## config.mk

```make
export PLATFORM = sky130hd
export DESIGN_NAME = length_type_value_deframer_core
export DESIGN_NICKNAME = d
export VERILOG_FILES = /design/src/sv/ltvd_pkg.sv /design/src/sv/ltvd_out_buf.sv /design/src/sv/length_type_value_deframer_core.sv
export SDC_FILE = /design/constraint.sdc
export NUM_CORES = 1
export LEC_CHECK = 0
export BUFFER_PORTS_ARGS = -buffer_cell sky130_fd_sc_hd__buf_2
export CAP_MARGIN = 20
export CORE_ASPECT_RATIO = 1.25
export CORE_UTILIZATION = 33
export CTS_BUF_LIST = sky130_fd_sc_hd__clkbuf_2 sky130_fd_sc_hd__clkbuf_4 sky130_fd_sc_hd__clkbuf_8
export DETAILED_ROUTE_END_ITERATION = 10
export GPL_ROUTABILITY_DRIVEN = 1
export HOLD_SLACK_MARGIN = 0.15
export PLACE_DENSITY = 0.55
export SYNTH_ARGS = -nofsm -noshare
export SYNTH_HDL_FRONTEND = slang
export SYNTH_SLANG_ARGS = --single-unit
export TNS_END_PERCENT = 1
```

## constraint.sdc

```tcl
create_clock -name clk -period 5.3 [get_ports clk]
set_clock_uncertainty 0.2 [all_clocks]
set_input_delay 0.265 -clock clk [delete_from_list [all_inputs] [get_ports clk]]
set_output_delay 0.265 -clock clk [all_outputs]
set_load 0.02 [all_outputs]
```

## src/sv/ltvd_pkg.sv

```systemverilog
`timescale 1ns / 1ps
// ----------------------------------------------------------------------------
// ltvd_pkg
// shared types and constants for the length-type-value deframer
// ----------------------------------------------------------------------------
package ltvd_pkg;

    localparam int BYTE_W   = 8;
    localparam int LEN_W    = 31;
    localparam int CFG_IDX_W = 2;

    // configuration register indexes
    localparam logic [CFG_IDX_W-1:0] REG_DISCARD_ALL = 2'd0;
    localparam logic [CFG_IDX_W-1:0] REG_MAX_LENGTH  = 2'd1;

    localparam logic [LEN_W-1:0] MAX_LENGTH_RESET = 31'd65536;

    // index of the final length byte
    localparam logic [1:0] LEN_LAST_IDX = 2'd3;

    typedef enum logic [1:0] {
        PH_LENGTH  = 2'd0,
        PH_TYPE    = 2'd1,
        PH_PAYLOAD = 2'd2
    } phase_t;

    typedef struct packed {
        logic [BYTE_W-1:0] payload_byte;
        logic [BYTE_W-1:0] frame_type;
        logic              has_data;
        logic              last_of_frame;
        logic              length_error;
    } result_t;

endpackage

```

## src/sv/ltvd_out_buf.sv

```systemverilog
`timescale 1ns / 1ps
// ----------------------------------------------------------------------------
// ltvd_out_buf
// result register with one skid entry behind it
// ----------------------------------------------------------------------------
module ltvd_out_buf (
    input  logic             clk,
    input  logic             rst_n,
    input  logic             push,
    input  ltvd_pkg::result_t push_data,
    input  logic             out_stall,
    output logic             out_valid,
    output ltvd_pkg::result_t out_data,
    output logic             full
);
    import ltvd_pkg::*;

    logic    out_valid_reg, out_valid_next;
    logic    skid_valid_reg, skid_valid_next;
    result_t out_data_reg, out_data_next;
    result_t skid_data_reg, skid_data_next;
    logic    take;

    assign take = out_valid_reg && !out_stall;

    always_comb
    begin
        out_valid_next  = out_valid_reg;
        skid_valid_next = skid_valid_reg;
        out_data_next   = out_data_reg;
        skid_data_next  = skid_data_reg;
        if (skid_valid_reg)
        begin
            // input is held off while the skid entry is full
            if (take)
            begin
                out_data_next   = skid_data_reg;
                out_valid_next  = 1'b1;
                skid_valid_next = 1'b0;
            end
        end
        else if (push)
        begin
            if (!out_valid_reg || take)
            begin
                out_data_next  = push_data;
                out_valid_next = 1'b1;
            end
            else
            begin
                skid_data_next  = push_data;
                skid_valid_next = 1'b1;
            end
        end
        else if (take)
        begin
            out_valid_next = 1'b0;
        end
    end

    always_ff @(posedge clk or negedge rst_n)
    begin
        if (!rst_n)
        begin
            out_valid_reg  <= 1'b0;
            skid_valid_reg <= 1'b0;
        end
        else
        begin
            out_valid_reg  <= out_valid_next;
            skid_valid_reg <= skid_valid_next;
        end
    end

    always_ff @(posedge clk)
    begin
        out_data_reg  <= out_data_next;
        skid_data_reg <= skid_data_next;
    end

    assign out_valid = out_valid_reg;
    assign out_data  = out_data_reg;
    assign full      = skid_valid_reg;

endmodule

```

## src/sv/length_type_value_deframer_core.sv

```systemverilog
`timescale 1ns / 1ps
// ----------------------------------------------------------------------------
// length_type_value_deframer_core
// splits a byte stream of length / type / payload frames into tagged words
// ----------------------------------------------------------------------------
//
//  channel  direction  handshake            payload
//  -------  ---------  -------------------  ------------------------------------
//  in       sink       in_valid / in_stall  byte_in
//  out      source     out_valid/out_stall  payload_byte frame_type has_data
//                                           last_of_frame length_error
//  cfg      sink       cfg_valid/cfg_ready  cfg_index cfg_data
//
//  one input word per clock while in_stall is low; each result is registered (in
//  the skid entry if out stalls). the whole step is one pass of frame-state
//  logic into the result register, so the parsing state is the only loop
//  reset clears the frame state, the registers to discard_all=0 and
//  max_length=65536, and empties the result buffer
//  in_stall rises only when the result register and its skid entry are both
//  full; cfg_ready is always high
//
// ----------------------------------------------------------------------------
module length_type_value_deframer_core (
    input  logic                             clk,
    input  logic                             rst_n,
    // byte input
    input  logic                             in_valid,
    output logic                             in_stall,
    input  logic [ltvd_pkg::BYTE_W-1:0]      byte_in,
    // result output
    output logic                             out_valid,
    input  logic                             out_stall,
    output logic [ltvd_pkg::BYTE_W-1:0]      payload_byte,
    output logic [ltvd_pkg::BYTE_W-1:0]      frame_type,
    output logic                             has_data,
    output logic                             last_of_frame,
    output logic                             length_error,
    // configuration writes
    input  logic                             cfg_valid,
    output logic                             cfg_ready,
    input  logic [ltvd_pkg::CFG_IDX_W-1:0]   cfg_index,
    input  logic [ltvd_pkg::LEN_W-1:0]       cfg_data
);
    import ltvd_pkg::*;

    // configuration
    logic             discard_all_reg;
    logic [LEN_W-1:0] max_length_reg;

    // frame state
    phase_t           phase_reg, phase_next;
    logic [1:0]       len_idx_reg, len_idx_next;
    logic [23:0]      len_asm_reg, len_asm_next;      // first three length bytes
    logic [LEN_W-1:0] remaining_reg, remaining_next;
    logic [BYTE_W-1:0] held_type_reg, held_type_next;

    logic             accept;
    logic             buf_full;
    logic             push;
    result_t          res;
    result_t          out_data;
    logic [31:0]      full_len;
    logic             is_last;

    assign cfg_ready = 1'b1;
    assign in_stall  = buf_full;
    assign accept    = in_valid && !buf_full;

    always_ff @(posedge clk or negedge rst_n)
    begin
        if (!rst_n)
        begin
            discard_all_reg <= 1'b0;
            max_length_reg  <= MAX_LENGTH_RESET;
        end
        else if (cfg_valid)
        begin
            case (cfg_index)
                REG_DISCARD_ALL: discard_all_reg <= cfg_data[0];
                REG_MAX_LENGTH:  max_length_reg  <= cfg_data;
                default:         ;  // unknown index is ignored
            endcase
        end
    end

    // full length once the final byte arrives (little endian)
    assign full_len = {byte_in, len_asm_reg};
    assign is_last  = (remaining_reg <= LEN_W'(1));

    always_comb
    begin
        phase_next     = phase_reg;
        len_idx_next   = len_idx_reg;
        len_asm_next   = len_asm_reg;
        remaining_next = remaining_reg;
        held_type_next = held_type_reg;
        push           = 1'b0;
        res            = '0;

        if (accept && !discard_all_reg)
        begin
            case (phase_reg)
                PH_TYPE:
                begin
                    held_type_next = byte_in;
                    if (remaining_reg == '0)
                    begin
                        // empty frame: one result with no data
                        phase_next        = PH_LENGTH;
                        push              = 1'b1;
                        res.frame_type    = byte_in;
                        res.last_of_frame = 1'b1;
                    end
                    else
                    begin
                        phase_next = PH_PAYLOAD;
                    end
                end
                PH_PAYLOAD:
                begin
                    push              = 1'b1;
                    res.payload_byte  = byte_in;
                    res.frame_type    = held_type_reg;
                    res.has_data      = 1'b1;
                    res.last_of_frame = is_last;
                    if (is_last)
                    begin
                        remaining_next = '0;
                        phase_next     = PH_LENGTH;
                    end
                    else
                    begin
                        remaining_next = remaining_reg - LEN_W'(1);
                    end
                end
                default:
                begin
                    // gathering length bytes, also the unused phase code
                    phase_next = PH_LENGTH;
                    if (len_idx_reg != LEN_LAST_IDX)
                    begin
                        case (len_idx_reg)
                            2'd0:    len_asm_next = {16'd0, byte_in};
                            2'd1:    len_asm_next[15:8]  = byte_in;
                            default: len_asm_next[23:16] = byte_in;
                        endcase
                        len_idx_next = len_idx_reg + 2'd1;
                    end
                    else
                    begin
                        len_idx_next = 2'd0;
                        if (full_len[31] || (full_len[LEN_W-1:0] > max_length_reg))
                        begin
                            // negative or oversize length: flag and resync
                            remaining_next    = '0;
                            push              = 1'b1;
                            res.last_of_frame = 1'b1;
                            res.length_error  = 1'b1;
                        end
                        else
                        begin
                            remaining_next = full_len[LEN_W-1:0];
                            phase_next     = PH_TYPE;
                        end
                    end
                end
            endcase
        end
    end

    always_ff @(posedge clk or negedge rst_n)
    begin
        if (!rst_n)
        begin
            phase_reg     <= PH_LENGTH;
            len_idx_reg   <= 2'd0;
            len_asm_reg   <= '0;
            remaining_reg <= '0;
            held_type_reg <= '0;
        end
        else
        begin
            phase_reg     <= phase_next;
            len_idx_reg   <= len_idx_next;
            len_asm_reg   <= len_asm_next;
            remaining_reg <= remaining_next;
            held_type_reg <= held_type_next;
        end
    end

    ltvd_out_buf u_out_buf (
        .clk       (clk),
        .rst_n     (rst_n),
        .push      (push),
        .push_data (res),
        .out_stall (out_stall),
        .out_valid (out_valid),
        .out_data  (out_data),
        .full      (buf_full)
    );

    assign payload_byte  = out_data.payload_byte;
    assign frame_type    = out_data.frame_type;
    assign has_data      = out_data.has_data;
    assign last_of_frame = out_data.last_of_frame;
    assign length_error  = out_data.length_error;

endmodule
```

* After elaboration in Yosys (flattened, before gate mapping)
Cells that the tools add are included.
Storage, ports and cells: register bits after elaboration 139, output and inout port bits 22
Cells by class: add/subtract/negate cells 2, order comparisons 2, equality and inequality tests 9, muxes and demuxes 39, bitwise gates (word level) 5, reductions and logical operators 29
Operators with widths (number):
- two-way mux 19 bit | 5
- two-way mux 31 bit | 3
- case mux 31 bit (2 select lines) | 1
- case mux 8 bit (2 select lines) | 3
- > comparator 31 bit | 1
- <= comparator 31 x 1 -> 1 bit (second input constant) | 1
- logical NOT 31 bit | 1
- subtractor 31 x 1 -> 31 bit (second input constant) | 1
- two-way mux 1 bit | 17
- two-way mux 8 bit | 2
- AND reduction 3 bit | 4
- AND reduction 4 bit | 3
- two-way mux 2 bit | 5
- AND reduction 2 bit | 5
- nonzero test 2 bit | 4
- == test 2 x 1 -> 1 bit (second input constant) | 3
- != test 2 bit (second input constant) | 3
- NOT 1 bit | 5
- logical NOT 1 bit | 4
- logical NOT 2 bit | 2
- case mux 1 bit (2 select lines) | 2
- case mux 2 bit (2 select lines) | 1
- logical AND 1 bit | 3
- != test 3 x 1 -> 1 bit (second input constant) | 1
- 5 further kinds | 6

* Depth between registers and ports, before layout
word-level depth 9, mapped depth 12, mapped depth without buffers 10

* By module
From an unflattened synthesis, not the netlist that was laid out.
Unflattened totals: cells, all modules 621, area total of the unflattened synthesis 7128.1 µm²
By module, submodules not included:
- length_type_value_deframer_core | instances 1, cells each 550, area an instance 5652.9 µm², seq. area each 2478.6 µm²
- ltvd_out_buf | instances 1, cells each 71, area an instance 1475.2 µm², seq. area each 1191.1 µm²

* Worst setup path before layout
No wires, ideal clock.
path type reg2reg, start point register max_length_reg[29], end point register u_out_buf.out_data_reg, in the netlist u_out_buf.out_data[0], enable pin, setup time 0.397 ns, arrival 3.060 ns, data required time 4.703 ns, slack 1.643 ns, cell stages (with the launch flop) 11, clock period less this slack 3.657 ns, path through dfrtp_1 inv_1 ha_1 nand4_1 nor4_1 a221oi_1 a41oi_1 o31a_1 o21ai_0 o221a_2 nor2b_1
On the way: word-level cells in the longest chain between the ends 8
Ends and longest elaborated chain:
- start, declared | RTL line length_type_value_deframer_core.sv:48 | logic [LEN_W-1:0] max_length_reg;
- start signal, assigned | RTL line length_type_value_deframer_core.sv:80 | REG_MAX_LENGTH: max_length_reg <= cfg_data;
- > comparator 31 bit | RTL line length_type_value_deframer_core.sv:152 | if (full_len[31] || (full_len[LEN_W-1:0] > max_length_reg))
- logical OR 1 bit | RTL line length_type_value_deframer_core.sv:152
- two-way mux 1 bit | RTL line length_type_value_deframer_core.sv:152
- two-way mux 1 bit | RTL line length_type_value_deframer_core.sv:140 | if (len_idx_reg != LEN_LAST_IDX)
- case mux 1 bit (2 select lines) | RTL line length_type_value_deframer_core.sv:102 | case (phase_reg)
- two-way mux 1 bit | RTL line length_type_value_deframer_core.sv:100 | if (accept && !discard_all_reg)
- nonzero test 2 bit (no line)
- AND reduction 3 bit (no line)
- end signal, assigned | RTL line ltvd_out_buf.sv:77 | out_data_reg <= out_data_next;
- end, declared | RTL line ltvd_out_buf.sv:20 | result_t out_data_reg, out_data_next;
No other way between the ends. A chain may end at the register's enable or synchronous reset.

* Final worst setup path
start point input byte_in[5] (netlist bit), end point register u_out_buf.skid_data_reg[8] (netlist bit), enable pin
On the way: word-level cells in the longest chain between the ends 7
Ends and longest elaborated chain:
- start, declared | RTL line length_type_value_deframer_core.sv:29 | input logic [ltvd_pkg::BYTE_W-1:0] byte_in,
- > comparator 31 bit | RTL line length_type_value_deframer_core.sv:152
- logical OR 1 bit | RTL line length_type_value_deframer_core.sv:152
- two-way mux 1 bit | RTL line length_type_value_deframer_core.sv:152
- two-way mux 1 bit | RTL line length_type_value_deframer_core.sv:140
- case mux 1 bit (2 select lines) | RTL line length_type_value_deframer_core.sv:102
- two-way mux 1 bit | RTL line length_type_value_deframer_core.sv:100
- AND reduction 3 bit (no line)
- end signal, assigned | RTL line ltvd_out_buf.sv:78 | skid_data_reg <= skid_data_next;
- end, declared | RTL line ltvd_out_buf.sv:21 | result_t skid_data_reg, skid_data_next;
No other way between the ends.

==> impl_summary.txt <==
----------------------------------------------------
[Worst setup path]
  Maximum fanout along the worst path ... 19
  Setup CP Type ... in -> reg
  CP Capture Type ... flip-flop
  Startpoint of the worst-slack reg-to-reg timing path ... max_length_reg[29]
  Number of cells on the critical path ... 11
  Number of buffers and inverters on the critical path ... 2
  Required time at the endpoint of the critical path ... 5.18 ns
  Critical Path Start Type ... input port
  Arrival time of data at the critical path endpoint ... 4.00 ns
  Master of the slowest instance on the critical path ... and3_1
  Setup slack on the worst flop-to-flop path ... 1.39 ns
  Reg-to-Reg End ... u_out_buf.skid_data_reg[8]
  Highest cell delay on the worst timing path ... 0.72 ns
  Chain of cells forming the critical path ... dlygate4sd3_1 > buf_2 > ha_1 > nand4_1 > nor4_1 > a221oi_1 > a41oi_1 > o31a_1 > o21ai_0 > a21oi_2 > and3_1
  Cell family with most CP delay ... simple AND/OR/NAND/NOR gates
  Depth of the most critical reg-to-reg path ... 10
  Launch point of the worst path ... byte_in[5]

[Clock network]
  Post-CTS clock slew at the launch and capture registers of the worst setup and hold paths ... 0.07 ns
  Root buffer cell ... clkbuf_8
  Worst-case clock buffer depth ... 2
  Number of buffers created by CTS ... 17
  Number of levels the H-tree was split into ... 4
  Later-pin clock latency in the skew report ... 0.46 ns
  Clk sinks ... 139
  CTS tree ... yes
  Gates resized, CTS repair ... 0

[Synth]
  Synth Instances ... 659
  Number of unique standard cell types used by synthesis ... 58
  Synth Register Bits ... 139
  Synthesized netlist net count ... 744
  Avg Inst Size Synth ... 10.7 um^2
  Post-Syn Area ... 0.00704 mm^2
  Sequential share of the synthesized area ... 52.2%
  Warning count from the yosys run ... 0
  EDFF count, synth ... 38
  Fraction of registers with async set or reset after synthesis ... 72.7%
  Most common flop cell mapped by yosys ... dfrtp_1

[Routing]
  Vias after detailed routing ... 5353
  Detailed Route Iter0 Violations ... 268
  Routed Wire Length ... 17600 um
  DR pass1 iterations ... 6
  Drt via density ... 5.10
  WL/cell ... 16.7 um
  Post-detailed-route count of antenna-violating nets ... 0
  Count of unresolved DRC violations after routing ... 0

[Timing]
  RSZ-0062 raised after global routing ... false
  Final period utilization ... 77.6%
  Maximum frequency from static timing analysis ... 243 MHz
  Min Tclk post-route ... 4.11 ns
  Tightest slew margin relative to the limit ... 41.3%
  Worst Tran Pin Value ... 0.874 ns
  Final-report setup violation count ... 0
  Setup TNS after final layout ... 0 ns
  Endpoints failing hold ... 0
  Max-slew violation count ... 0

[Global route]
  Number of antenna violations at the first check in global routing ... 0
  Pin count of the biggest net entering global routing ... 55
  Overflow after GRT ... 0
  GRT Total Usage ... 17.2%
  Via count of the first global-routing pass ... 5357
  First-pass GRT wire length ... 28500 um

[Final layout]
  Final antenna diode count ... 0
  Synth-to-layout area growth ... 20.3%
  Total number of nets in the final design ... 849
  Share of final-layout standard cells stronger than drive strength 1 ... 21.1%
  Final design area excluding fillers ... 0.00847 mm^2

[Floorplan]
  Die H ... 165 um
  X dimension of the die ... 133 um
  Count of boundary I/O pins ... 68
  Number of cell rows ... 59
  Starting density of the core ... 33.7%
  Standard cell core area ... 0.0209 mm^2
  Die ar. ... 0.0219 mm^2

[Power]
  Power density relative to cell area ... 477 mW/mm^2
  Standby leakage power ... 3.91 nW
  Max rail drop VDD ... 0.185 mV

[Placed design]
  HPWL after detailed placement ... 12200 um
  Placement-stage cell area ... 0.00763 mm^2
  Final Wtd Congestion ... 0.820
  Count of port buffers added during placement ... 66

[Outcome]
  Outcome ... complete, no violations

[Worst hold path]
  Class of the tightest hold or removal check ... in -> async

[Flow run]
  Number of maximum-capacitance constraint violations ... 0

----------------------------------------------------
-- Yosys cell counts (all sizes together) (18+ instances only) --
master | n | share of area, %
inv | 39 | 2.1
nor3 | 18 | 1.3
edfxtp | 38 | 16
nand3 | 27 | 2.0
a21o | 20 | 2.1
nor2 | 42 | 2.2
nand2 | 86 | 4.6
dfrtp | 100 | 36
ha | 39 | 6.9
mux2 | 50 | 8.0
a21oi | 21 | 1.5
o21ai | 36 | 2.6
-- per-stage QoR --
step	hold slack (ns)	instances	setup slack, ns	power, mW	util [%]
2_1_floorplan	-0.231	659	1.64	2.66	-
3_3_place_gp	0.170	977	1.34	3.10	36.5
3_5_place_dp	0.183	977	1.26	3.11	36.5
4_1_cts	0.216	1050	1.15	4.08	40.5
5_1_grt	0.250	1050	0.975	4.36	40.5
6_report	0.198	1050	1.19	4.04	40.5
-- worst reg2reg max path: cells and delay by family (launching register included) --
family                     cells  cell delay, ns
buffers and inverters          1            0.05
DFF                            1            0.35
AOI/OAI and AO/OA              5            1.24
and+or+nand+nor                3            1.38
adders and majority gates      1            0.31
-- layout make-up --
type | count | area (um^2)
inverter | 39 | 146
fill | 2058 | 12400
multi-input combinational | 453 | 3090
tap | 274 | 343
clock inverter | 13 | 176
clock buffer | 18 | 241
sequential | 139 | 3670
timing repair buffer | 114 | 798
-- kinds of logic after synthesis --
| group | Yosys count | share of synthesized area, % |
|---|---|---|
| other | 1 | 0.0533 |
| buffers and inverters | 67 | 3.98 |
| AND/OR/NAND/NOR | 236 | 16.4 |
| multiplexers | 51 | 8.15 |
| adder cells (fa/ha/maj) | 39 | 6.94 |
| AO/OA/AOI/OAI | 126 | 12.3 |
| flip-flops | 139 | 52.2 |
-- layer usage --
metal	GRT usage, %	wire (um)	up-vias
li1	-	-	2580
met3	3.42	895	30
met5	0	0	-
met2	29.0	8720	140
met1	20.8	7450	2603
met4	8.73	491	0
-- cells in the final DEF, fill, tap and decap left out, types with 3 or more instances in the layout --
cell / count
bufinv_16: 4
a21o_1: 20
inv_1: 39
or3_1: 7
dlygate4sd3_1: 42
buf_2: 65
nand4_1: 4
nor2_1: 42
nor3b_1: 3
clkinvlp_4: 3
dfrtp_1: 100
ha_1: 39
buf_4: 7
nand3_1: 26
o21ai_0: 34
nor3_1: 18
and3_1: 10
mux2_2: 50
o311ai_0: 4
nand3b_1: 14
a21oi_1: 20
nand2_1: 85
edfxtp_1: 38
a22oi_1: 13
o31ai_1: 4
nor4_1: 7
clkinv_2: 5
and2_1: 5
nand2b_1: 4
a221o_1: 8
clkbuf_8: 17
-- where the power goes --
group | switching [mW] | internal, mW | leakage [nW]
clock network | 0.416 | 0.510 | 0.207
registers | 0.249 | 1.39 | 1.62
logic | 0.903 | 0.576 | 2.09
-- worst max path at each step --
stage	endpoint	slack (ns)
after floorplan	u_out_buf.out_data[0]	1.64
final	u_out_buf.skid_data_reg[8]	1.19
after detailed placement	u_out_buf.skid_data_reg[8]	1.26
after CTS	u_out_buf.skid_data_reg[8]	1.15
after global placement	u_out_buf.skid_data_reg[8]	1.34
after global routing	u_out_buf.skid_data_reg[5]	0.97
-- repair_timing --
action	in CTS	in global routing
hold buffers	42	0
setup buffers	0	0
hold endpoints to repair	130	0
No activity file was read; power rests on OpenSTA's default activity.
